===== src/rtl/core/mmh_pkg.sv =====
package mmh_pkg;

    // Block and finalizer constants of the 32-bit hash.
    localparam logic [31:0] MIX_C1    = 32'hcc9e2d51;
    localparam logic [31:0] MIX_C2    = 32'h1b873593;
    localparam logic [31:0] ROUND_ADD = 32'he6546b64;
    localparam logic [31:0] FIN_C1    = 32'h85ebca6b;
    localparam logic [31:0] FIN_C2    = 32'hc2b2ae35;

    // Number of shards that the hash is spread over (1 to 4).
    localparam int unsigned SHARD_COUNT = 4;

    // One input word of the key.
    typedef struct packed {
        logic [31:0] key_word;
        logic [2:0]  byte_count;
        logic        last;
    } t_key_in;

    // One finished hash result.
    typedef struct packed {
        logic [31:0] hash_value;
        logic [1:0]  shard_index;
    } t_hash_out;

    // Sequencer states.
    typedef enum logic [3:0] {
        ST_IDLE,
        ST_MIX1,
        ST_MIX2,
        ST_ROUND,
        ST_TAIL,
        ST_FIN0,
        ST_FIN1,
        ST_FIN2,
        ST_FOLD,
        ST_SHARD
    } t_state;

    // Left rotation by a fixed, nonzero amount.
    function automatic logic [31:0] rotl32(input logic [31:0] v, input int unsigned s);
        return (v << s) | (v >> (32 - s));
    endfunction

endpackage


===== src/rtl/core/murmur3_key_hash.sv =====
// Streaming 32-bit MurmurHash3 (seed 0) with shard selection.
// Input channel: i_valid / o_ready carry one key word per transfer in i_data.
// Words before the last always count as four bytes; the last word carries
// zero to four bytes, low byte first. Output channel: o_valid / i_ready carry
// the hash and its shard index, one result per key.
// A single 32x32 multiplier is shared by every multiply step under a small
// sequencer, and o_ready is high only while the sequencer is idle.
// A word that is not last passes through transfer, two multiplies and the round step.
// A last word with one to four bytes passes through two multiplies and the round or
// tail step, and an empty last word skips them; both then take three finalizer steps
// and two steps that fold the hash down to its shard remainder, the last of which
// loads the output register. The next word can transfer once the sequencer is idle.
// The result sits in an output register, so the next key may start while it
// waits. A stalled receiver holds the result; a following key then waits in
// its last step until the register is free.
// Synchronous reset clears the running hash, the length and the output valid.
module murmur3_key_hash #(
    parameter int unsigned SHARD_COUNT = mmh_pkg::SHARD_COUNT
) (
    input  logic               i_clk,
    input  logic               i_rst_n,
    input  logic               i_valid,
    output logic               o_ready,
    input  mmh_pkg::t_key_in   i_data,
    output logic               o_valid,
    input  logic               i_ready,
    output mmh_pkg::t_hash_out o_data
);
    import mmh_pkg::*;

    // Weight of each bit position modulo the shard count, four bits per entry.
    function automatic logic [127:0] bit_weights();
        logic [127:0] wts;
        int unsigned  w;
        wts = '0;
        w   = 1 % SHARD_COUNT;
        for (int j = 0; j < 32; j++) begin
            wts[4*j +: 4] = 4'(w);
            w = (2 * w) % SHARD_COUNT;
        end
        return wts;
    endfunction

    localparam logic [7:0]   SHARD_N     = 8'(SHARD_COUNT);
    localparam logic [127:0] BIT_WEIGHTS = bit_weights();

    t_state      r_state, n_state;
    logic [31:0] r_h, n_h;
    logic [31:0] r_len, n_len;
    logic [31:0] r_k, n_k;
    logic        r_last, n_last;
    logic        r_full, n_full;
    logic [8:0]  r_fold, n_fold;
    t_hash_out   r_out, n_out;
    logic        r_out_valid, n_out_valid;

    logic [31:0] mul_a, mul_b, mul_p;
    logic [2:0]  cnt_sat;
    logic        in_full;
    logic [31:0] in_mask;
    logic        out_free;
    logic [8:0]  fold_h;
    logic [7:0]  fold_r;
    logic [7:0]  rem_tmp;
    logic [31:0] mix_x;

    assign o_ready  = (r_state == ST_IDLE);
    assign o_valid  = r_out_valid;
    assign o_data   = r_out;
    assign out_free = !r_out_valid || i_ready;

    // Decode of the incoming word: saturated count, block or tail, byte mask.
    always_comb begin
        cnt_sat = (i_data.byte_count > 3'd4) ? 3'd4 : i_data.byte_count;
        in_full = !i_data.last || (cnt_sat == 3'd4);
        for (int b = 0; b < 4; b++) begin
            in_mask[8*b +: 8] = (in_full || (3'(b) < cnt_sat)) ? 8'hff : 8'h00;
        end
    end

    // Shared multiplier; operands are chosen by the sequencer state.
    always_comb begin
        mul_a = r_h;
        mul_b = FIN_C1;
        unique case (r_state)
            ST_MIX1: begin
                mul_a = r_k;
                mul_b = MIX_C1;
            end
            ST_MIX2: begin
                mul_a = rotl32(r_k, 15);
                mul_b = MIX_C2;
            end
            ST_FIN2: begin
                mul_a = r_h;
                mul_b = FIN_C2;
            end
            default: begin
                mul_a = r_h;
                mul_b = FIN_C1;
            end
        endcase
        mul_p = mul_a * mul_b;
    end

    // Shard remainder: the hash is folded by bit weights into a small value
    // with the same remainder, folded once more, and then reduced.
    always_comb begin
        fold_h = '0;
        for (int j = 0; j < 32; j++) begin
            if (r_h[j]) begin
                fold_h = fold_h + 9'(BIT_WEIGHTS[4*j +: 4]);
            end
        end
        fold_r = '0;
        for (int j = 0; j < 9; j++) begin
            if (r_fold[j]) begin
                fold_r = fold_r + 8'(BIT_WEIGHTS[4*j +: 4]);
            end
        end
        rem_tmp = fold_r;
        for (int s = 3; s >= 0; s--) begin
            if (rem_tmp >= (SHARD_N << s)) begin
                rem_tmp = rem_tmp - (SHARD_N << s);
            end
        end
    end

    // Next state of the sequencer.
    always_comb begin
        n_state = r_state;
        unique case (r_state)
            ST_IDLE: begin
                if (i_valid) begin
                    if (i_data.last && (cnt_sat == 3'd0)) begin
                        n_state = ST_FIN0;
                    end else begin
                        n_state = ST_MIX1;
                    end
                end
            end
            ST_MIX1:  n_state = ST_MIX2;
            ST_MIX2:  n_state = r_full ? ST_ROUND : ST_TAIL;
            ST_ROUND: n_state = r_last ? ST_FIN0 : ST_IDLE;
            ST_TAIL:  n_state = ST_FIN0;
            ST_FIN0:  n_state = ST_FIN1;
            ST_FIN1:  n_state = ST_FIN2;
            ST_FIN2:  n_state = ST_FOLD;
            ST_FOLD:  n_state = ST_SHARD;
            ST_SHARD: begin
                if (out_free) begin
                    n_state = ST_IDLE;
                end
            end
            default:  n_state = ST_IDLE;
        endcase
    end

    // Datapath and output register updates for each state.
    always_comb begin
        n_h         = r_h;
        n_len       = r_len;
        n_k         = r_k;
        n_last      = r_last;
        n_full      = r_full;
        n_fold      = r_fold;
        n_out       = r_out;
        n_out_valid = r_out_valid && !i_ready;
        mix_x       = rotl32(r_h ^ r_k, 13);
        unique case (r_state)
            ST_IDLE: begin
                if (i_valid) begin
                    n_k    = i_data.key_word & in_mask;
                    n_last = i_data.last;
                    n_full = in_full;
                    n_len  = r_len + (in_full ? 32'd4 : 32'(cnt_sat));
                end
            end
            ST_MIX1, ST_MIX2: begin
                n_k = mul_p;
            end
            ST_ROUND: begin
                n_h = (mix_x << 2) + mix_x + ROUND_ADD;
            end
            ST_TAIL: begin
                n_h = r_h ^ r_k;
            end
            ST_FIN0: begin
                n_h   = (r_h ^ r_len) ^ ((r_h ^ r_len) >> 16);
                n_len = '0;
            end
            ST_FIN1: begin
                n_h = mul_p ^ (mul_p >> 13);
            end
            ST_FIN2: begin
                n_h = mul_p ^ (mul_p >> 16);
            end
            ST_FOLD: begin
                n_fold = fold_h;
            end
            ST_SHARD: begin
                if (out_free) begin
                    n_out.hash_value  = r_h;
                    n_out.shard_index = rem_tmp[1:0];
                    n_out_valid       = 1'b1;
                    n_h               = '0;
                end
            end
            default: begin
                n_h = r_h;
            end
        endcase
    end

    // Control registers with reset.
    always_ff @(posedge i_clk) begin
        if (!i_rst_n) begin
            r_state     <= ST_IDLE;
            r_h         <= '0;
            r_len       <= '0;
            r_out_valid <= 1'b0;
        end else begin
            r_state     <= n_state;
            r_h         <= n_h;
            r_len       <= n_len;
            r_out_valid <= n_out_valid;
        end
    end

    // Working and payload registers.
    always_ff @(posedge i_clk) begin
        r_k    <= n_k;
        r_last <= n_last;
        r_full <= n_full;
        r_fold <= n_fold;
        r_out  <= n_out;
    end

endmodule

===== config.mk =====
export PLATFORM = sky130hd
export DESIGN_NAME = murmur3_key_hash
export DESIGN_NICKNAME = d
export VERILOG_FILES = /design/src/rtl/core/mmh_pkg.sv /design/src/rtl/core/murmur3_key_hash.sv
export SDC_FILE = /design/constraint.sdc
export NUM_CORES = 1
export LEC_CHECK = 0
export BUFFER_PORTS_ARGS = -buffer_cell sky130_fd_sc_hd__buf_2
export CAP_MARGIN = 20
export CELL_PAD_IN_SITES_DETAIL_PLACEMENT = 1
export CELL_PAD_IN_SITES_GLOBAL_PLACEMENT = 2
export CORE_MARGIN = 2
export CORE_UTILIZATION = 42
export DETAILED_ROUTE_END_ITERATION = 12
export GPL_TIMING_DRIVEN = 0
export PLACE_DENSITY_LB_ADDON = 0.1
export SYNTH_ARGS = -nofsm -noshare
export SYNTH_HDL_FRONTEND = slang
export SYNTH_SLANG_ARGS = --single-unit

===== constraint.sdc =====
create_clock -name i_clk -period 12.2 [get_ports i_clk]
set_input_delay 0.61 -clock i_clk [delete_from_list [all_inputs] [get_ports i_clk]]
set_output_delay 0.61 -clock i_clk [all_outputs]
set_load 0.02 [all_outputs]

== Word level (Yosys, flattened, before mapping) ==
Index checks and enable logic that the tools add are counted.

* Add/sub/neg operators: 9
* Multiply operators: 1
* Order comparisons: 9
* Eq/ne operators: 12
* Muxes and demuxes: 30
* Bitwise operators: 8
* Reductions and logical operators: 23

{| class="wikitable"
|+ Operator list
! operator !! number
|-
| case mux 32 bit (2 select lines) || 3
|-
| case mux 32 bit (6 select lines) || 1
|-
| 2-to-1 mux 32 bit || 3
|-
| case mux 32 bit (3 select lines) || 1
|-
| 2-to-1 mux 8 bit || 8
|-
| bitwise XOR 32 x 16 -> 32 bit || 2
|-
| bitwise XOR 32 bit || 2
|-
| case mux 4 bit (10 select lines) || 1
|-
| adder 32 x 3 -> 32 bit || 1
|-
| adder 32 bit || 1
|-
| adder 32 bit (second input constant) || 1
|-
| bitwise AND 32 bit || 1
|-
| multiplier 32 x 32 -> 32 bit || 1
|-
| OR 32 x 13 -> 32 bit || 1
|-
| OR 32 x 15 -> 32 bit || 1
|-
| bitwise XOR 32 x 19 -> 32 bit || 1
|-
| == test 4 x 3 -> 1 bit (second input constant) || 4
|-
| 2-to-1 mux 3 bit || 5
|-
| AND reduction 2 bit || 6
|-
| adder 8 x 2 -> 8 bit (second input constant) || 1
|-
| == test 4 x 2 -> 1 bit (second input constant) || 2
|-
| == test 4 bit (second input constant) || 2
|-
| >= comparator 8 x 3 -> 1 bit (second input constant) || 1
|-
| >= comparator 8 x 4 -> 1 bit (second input constant) || 1
|-
| other kinds (24) || 41
|}

* Register bits: 139
* Bits of input ports: 40
* Output and inout port bits: 36
* Logic and storage cells: 102

== Longest topological paths before layout ==
Gate-level depths: netlist (run 1).

* Depth in word-level cells: 11
* Mapped depth: 39

== Worst setup path after synthesis (run 1) ==
Ideal clock, no wire load.

* Path type: reg-to-reg
* Start: register r_state[3]
* End: register r_h[18]
* Data arrival time: 8628 ps
* Required time: 12067 ps
* Path slack: 3439 ps
* Cell stages (with the launch flop): 33
* Buffers on the path: 5
* Clock period less this slack: 8761 ps
* Cells stage by stage: dfxtp_1 buf_2 nor4b_4 buf_2 clkbuf_1 clkbuf_1 buf_1 nand2_1 fa_1 inv_1 fa_1 fa_1 inv_1 fa_1 inv_1 fa_1 inv_1 fa_1 inv_1 fa_1 fa_1 ha_1 a21o_1 a21oi_1 o21bai_1 or3b_2 o2111ai_1 a41o_1 a31oi_1 xor3_2 or3_1 nand3_1 a21oi_1

* Word-level cells in the longest chain between the ends: 5
* Elaborated cells between the ends (all ways): 17
* Those cells by class: mul (1); eq/ne (9); mux (3); bitwise (2); reduce/logical (2)

{| class="wikitable"
|+ Ends and longest elaborated chain
! what !! line !! RTL
|-
| from (decl) || murmur3_key_hash.sv:47 || <nowiki>t_state r_state, n_state;</nowiki>
|-
| from (signal assigned) || murmur3_key_hash.sv:223 || <nowiki>r_state <= n_state;</nowiki>
|-
| == test 4 x 3 -> 1 bit, or another cell as far along || murmur3_key_hash.sv:85, murmur3_key_hash.sv:170 ||
|-
| case mux 32 bit (3 select lines) / case mux 32 bit (2 select lines) (equally long branches) || murmur3_key_hash.sv:85 || <nowiki>unique case (r_state)</nowiki>
|-
| multiplier 32 x 32 -> 32 bit || murmur3_key_hash.sv:103 || <nowiki>mul_p = mul_a * mul_b;</nowiki>
|-
| bitwise XOR 32 x 16 -> 32 bit / bitwise XOR 32 x 19 -> 32 bit (equally long branches) || murmur3_key_hash.sv:196, murmur3_key_hash.sv:193 ||
|-
| case mux 32 bit (6 select lines) || murmur3_key_hash.sv:170 || <nowiki>unique case (r_state)</nowiki>
|-
| to (signal assigned) || murmur3_key_hash.sv:224 || <nowiki>r_h <= n_h;</nowiki>
|-
| to (decl) || murmur3_key_hash.sv:48 || <nowiki>logic [31:0] r_h, n_h;</nowiki>
|}

Parallel ways exist; a longest one is shown, timed or not.
A chain may end at the register's enable or synchronous reset.

== Worst setup path in the final report (run 1) ==
* Start: register r_state[1]
* End: register r_h[13]

Same word-level chain as after synthesis.

==> results.ini, run 1 <==
[timing]
max_freq_mhz = 84.25
worst_pin_slew_ns = 1.464
layout_setup_ws_ns = 0.3302
setup_violations = 0
fin_skew_ns = 0.01309
tns_ns = 0
fin_crit_ns = 11.87
hold_violations = 0
period_share = 0.9729
slew_headroom = 0.02413
drv_slew = 0
rsz0062_at_grt = false

[cells_and_area]
num-nets-final = 3387
final_util = 0.4599
drive_above_1_share = 0.05379
mostFrequentLayoutCells = inv_1 (534), fa_1 (377), nand2_1 (214)
syn2layout_area_growth_pct = 8.418
mostFrequentLayoutCell = inv_1
final_cell_area_sq_um = 25930

[floorplan]
initial_core_util = 0.4242
dieWidth_microns = 242.6
die_y_microns = 242.6
core_area_sq_um = 56390
fp-row-count = 87
die_area_sq_um = 58870
ios = 76

[logic_synthesis]
synth_area_leaders = fa_1 (32%), ha_1 (11%), edfxtp_1 (8.8%), inv_1 (8.4%), dfxtp_1 (5.8%)
synth_edf_count = 70
synth_cells = 2655
syn_area_per_cell_sq_um = 9.008
synth_top_cell_by_area = fa_1
synth_seq_area_share = 0.1456
synth-xor-area-share = 0.08360
synth-compound-area-share = 0.1245
synth_top_family_by_area = adder cells
synthAdderAreaFrac = 0.4270
ys_warn_count = 0
synth_top_area_share = 0.3156
ys_ff_latch = 139
synth.area.mux_share = 0.003767
synthDistinctLibCells = 82
synthesis.nets = 3285
synthSimpleGateAreaFrac = 0.1136
synth_ff_type = edfxtp_1
syn_area_sq_um = 23920
ys_async_sr_fraction = 0

[global_routing]
grt_max_degree = 33
grt_antenna_before_repair = 1
grt_pass1_vias = 22160
grt_usage = 0.3842
grt_pass1_wl_microns = 159400
grt-ovfl-total = 0

[worst_setup_path]
cp_slowest_cell = clkbuf_1
slowest_delay_ns = 0.94
crit_required_ns = 12.52
cp_num_buf_inv = 10
cp-end-kind = flop
cp-start-kind = flop
arrival_ns = 12.19
worstPathMaxFanout = 11
cp_top_family = adder cells
cpMostUsedCell = fa_1
worstSetupPathType = reg -> reg

[detailed_routing]
dr.pass1.iters = 6
avgViaCountPerCell = 5.825
drc_errors = 0
drt-total-wl_microns = 111900
vias = 20550
detail_route.iter0.violations = 1633
ant_nets = 0
routedWlPerCell_microns = 31.71

[clock_network]
postCtsSetupBuffers = 0
cts_tree = built
cts_hold_buf = 0
root_buffer = clkbuf_16
htreeDepth = 4
insertion_delay_ns = 0.46
ctsResizeCount = 0
clkTransAtPathRegs_ns = 0.07
cts.sinks = 139
clockBufferDepth = 2
cts_buffers = 17

[run]
maxCapViolCount = 0

[placement]
port_buffers = 75
placed_area_sq_um = 25320
dp_hpwl_microns = 97030
place_ws_ns = 0.4620
gp_congestion = 1.038

[min_path]
hold_class = in -> reg

[outcome]
status = complete, no violations

-- worst reg2reg max path: cells and delay by family (launching register included) --
| kind | cells | cell delay, ns |
|---|---|---|
| AND/OR/NAND/NOR | 7 | 1.22 |
| XOR/XNOR | 1 | 0.78 |
| AO/OA/AOI/OAI | 5 | 1.44 |
| buffers and inverters | 10 | 3.57 |
| flip-flops | 1 | 0.30 |
| adder cells (fa/ha/maj) | 9 | 4.41 |
-- per-stage QoR --
| step | std cells | hold WS (ns) |
|---|---|---|
| after CTS | 3525 | 0.3555 |
| after floorplan | 2655 | 0.4003 |
| after global placement | 3486 | 0.4065 |
| after detailed placement | 3493 | 0.4062 |
| final | 3528 | 0.3664 |
| after global routing | 3526 | 0.3690 |
-- logic make-up (layout without fill, tap and decap cells) --
kind of cell             Yosys count  after routing
AO/OA/AOI/OAI                    454            454
XOR/XNOR                         216            216
adder cells (fa/ha/maj)          590            590
buffers and inverters            642            757
flip-flops                       139            139
multiplexers                       9              9
other                              0              2
AND/OR/NAND/NOR                  605            605
-- synth_stat cells, drive strengths merged (6+ instances only) --
cell type  count
inv          537
fa           377
nand2        216
nor2         216
ha           213
xnor2        133
a21oi        117
o21ai        116
clkbuf        88
xor2          76
edfxtp        70
dfxtp         69
nand3         38
a21o          37
and2          20
a221oi        19
o221ai        18
nor2b         17
a22o          16
buf           16
nor3          16
or3           16
and3          15
nand2b        15
a22oi         12
o21bai        12
a211oi        10
o21a          10
a31oi          9
mux2i          9
o211ai         9
a21boi         8
a211o          6
a221o          6
o31ai          6
or2            6
xnor3          6
-- path summary, 6_finish.rpt --
| check | slack, ns | cells past startpoint | start | end |
|---|---|---|---|---|
| max reg2reg | 0.33 | 32 | r_state[1] | r_h[13] |
| max | 0.33 | 32 | r_state[1] | r_h[13] |
| min reg2reg | 0.41 | 0 | r_fold[0] | o_data[0] |
| min | 0.37 | 1 | i_data[0] | r_last |
-- per-layer routing --
metal  up-vias  global-route usage  share of wire
met4         0              0.2822          0.090
met1     10580              0.4697           0.39
li1       8716                   -              -
met3       319             0.04522          0.060
met5         -                   0              0
met2       938              0.6288           0.46
-- flip-flops by register name, summed over array words and instances (netlist names) --
| register | flops |
|---|---|
| r_len | 32 |
| r_full | 1 |
| o_valid | 1 |
| o_data | 34 |
| r_last | 1 |
| r_fold | 2 |
| r_k | 32 |
| r_h | 32 |
| r_state | 4 |
-- cell type report --
| class | count | area, sq um |
|---|---|---|
| Timing Repair Buffer | 83 | 450.4 |
| Inverter | 538 | 2019 |
| Antenna cell | 2 | 5.005 |
| Fill cell | 6706 | 30460 |
| Multi-Input combinational cell | 1874 | 18020 |
| Buffer | 104 | 416.7 |
| Clock buffer | 19 | 432.9 |
| Sequential cell | 139 | 3483 |
| Tap cell | 756 | 945.9 |
| Clock inverter | 13 | 155.1 |
Power of run 1 is left out: the tool's default activity adds up to more than one toggle a clock period on the data nets, which glitch-free logic cannot reach.
==> run 2: changes to the inputs <==
--- a/config.mk
+++ b/config.mk
@@ -5,13 +5,14 @@
 export SDC_FILE = /design/constraint.sdc
 export NUM_CORES = 1
 export LEC_CHECK = 0
-export BUFFER_PORTS_ARGS = -buffer_cell sky130_fd_sc_hd__buf_2
 export CAP_MARGIN = 20
 export CELL_PAD_IN_SITES_DETAIL_PLACEMENT = 1
 export CELL_PAD_IN_SITES_GLOBAL_PLACEMENT = 2
 export CORE_MARGIN = 2
-export CORE_UTILIZATION = 42
+export CORE_UTILIZATION = 43
+export CTS_CLUSTER_SIZE = 24
 export DETAILED_ROUTE_END_ITERATION = 12
+export DONT_BUFFER_PORTS = 1
 export GPL_TIMING_DRIVEN = 0
 export PLACE_DENSITY_LB_ADDON = 0.1
 export SYNTH_ARGS = -nofsm -noshare
==> results.ini, run 2 (synthesis results as in run 1) <==
[clock_network]
cts_tree = built
postCtsSetupBuffers = 0
clockBufferDepth = 2
ctsResizeCount = 0
root_buffer = clkbuf_16
cts_buffers = 17
insertion_delay_ns = 0.45
cts_hold_buf = 0
cts.sinks = 139
clkTransAtPathRegs_ns = 0.07
htreeDepth = 4

[cells_and_area]
num-nets-final = 3316
largest_reg_flops = 34
register_area_sq_um = 3483
syn2layout_area_growth_pct = 6.958
drive_above_1_share = 0.02779
multiInputGateArea_sq_um = 18000
mostFrequentLayoutCell = inv_1
mostFrequentLayoutCells = inv_1 (534), fa_1 (377), nand2_1 (215)
fillCellCount = 6499

[global_routing]
grt_antenna_before_repair = 10
grt_usage = 0.4004
grt_max_degree = 29
grt_pass1_wl_microns = 159700
grt_pass1_vias = 22350
grt-ovfl-total = 0

[worst_setup_path]
slowest_delay_ns = 0.92
reg2reg_from = r_state[3]
crit_required_ns = 12.49
critPathLaunch = r_state[3]
cp_slowest_cell = clkdlybuf4s15_1
worstPathMaxFanout = 10
worstSetupPathType = reg -> reg
rr_worst_depth = 32
cpMostUsedCell = fa_1
cp-end-kind = flop
arrival_ns = 12.26
cp-start-kind = flop

[timing]
fin_skew_ns = 0.01229
drv_slew = 0
fin_crit_ns = 11.97
setup_violations = 0
rsz0062_at_grt = false
period_share = 0.9809
worst_pin_slew_ns = 1.319
max_freq_mhz = 83.57
slew_headroom = 0.1154
hold_violations = 0
tns_ns = 0

[floorplan]
initial_core_util = 0.4341
die_y_microns = 239.8
fp-row-count = 86
ios = 76
dieWidth_microns = 239.8
die_area_sq_um = 57520
core_area_sq_um = 55090

[detailed_routing]
drc_errors = 0
vias = 20320
drt-total-wl_microns = 112000
avgViaCountPerCell = 5.878
routedWlPerCell_microns = 32.39
ant_nets = 0
detail_route.iter0.violations = 1542
dr.pass1.iters = 6

[min_path]
worstHoldPathCells = 0
hold_class = in -> reg
hold_start = i_data[0]

[placement]
dp_hpwl_microns = 96170
port_buffers = 0
gp_congestion = 0.9976

[outcome]
status = complete, no violations

[run]
maxCapViolCount = 0

run 2: cell types whose count changed in the layout (fill, tap and decap cells not counted), sizes merged:
cell      delta
clkbuf       -1
clkinvlp     -1
buf         -72
diode        +8
clkinv       +5
inv          -1
bufinv       -1
run 2: final timing paths:
check / endpoint / slack (ns)
max: r_h[18] / 0.23
min: r_last / 0.25
max reg2reg: r_h[18] / 0.23
min reg2reg: o_data[0] / 0.42
run 2: per-stage QoR:
step                      utilization  setup WS [ns]  std cells  cell area (sq um)  hold WS [ns]
after floorplan                     -          3.439       2655              23920        0.4003
after global placement         0.4511         0.5123       3403              24850        0.4059
after detailed placement       0.4532         0.4141       3412              24970        0.4063
after CTS                      0.4634         0.3285       3444              25530        0.2444
after global routing           0.4639       0.007021       3447              25560        0.2514
final                          0.4643         0.2333       3457              25580        0.2537
run 2: critical path: cells and delay by family, from the launching register on:
family	cells	cell delay (ns)
compound gates	7	2.53
fa+ha+maj	9	3.84
xor+xnor	1	0.45
buf+inv	9	3.36
simple gates	6	1.29
flops	1	0.31
run 2: final cells by class:
class                      instances  area share
inverter                         538     0.07894
antenna                           10   0.0009782
buffer                           104     0.01653
tap                              748     0.03659
sequential                       139      0.1362
clock buffer                      17     0.01663
timing repair buffer              12    0.004940
clock inverter                    15    0.005380
multi-input combinational       1874      0.7038
run 2: metal layers:
layer  wire [microns]  track usage  vias to the layer above
li1                 -            -                     8594
met1            42350       0.4732                    10450
met2            52020       0.6568                      909
met3             7325      0.06039                      369
met4            10270       0.3079                        0
met5                0            0                        -
Power of run 2 is left out for the same reason.
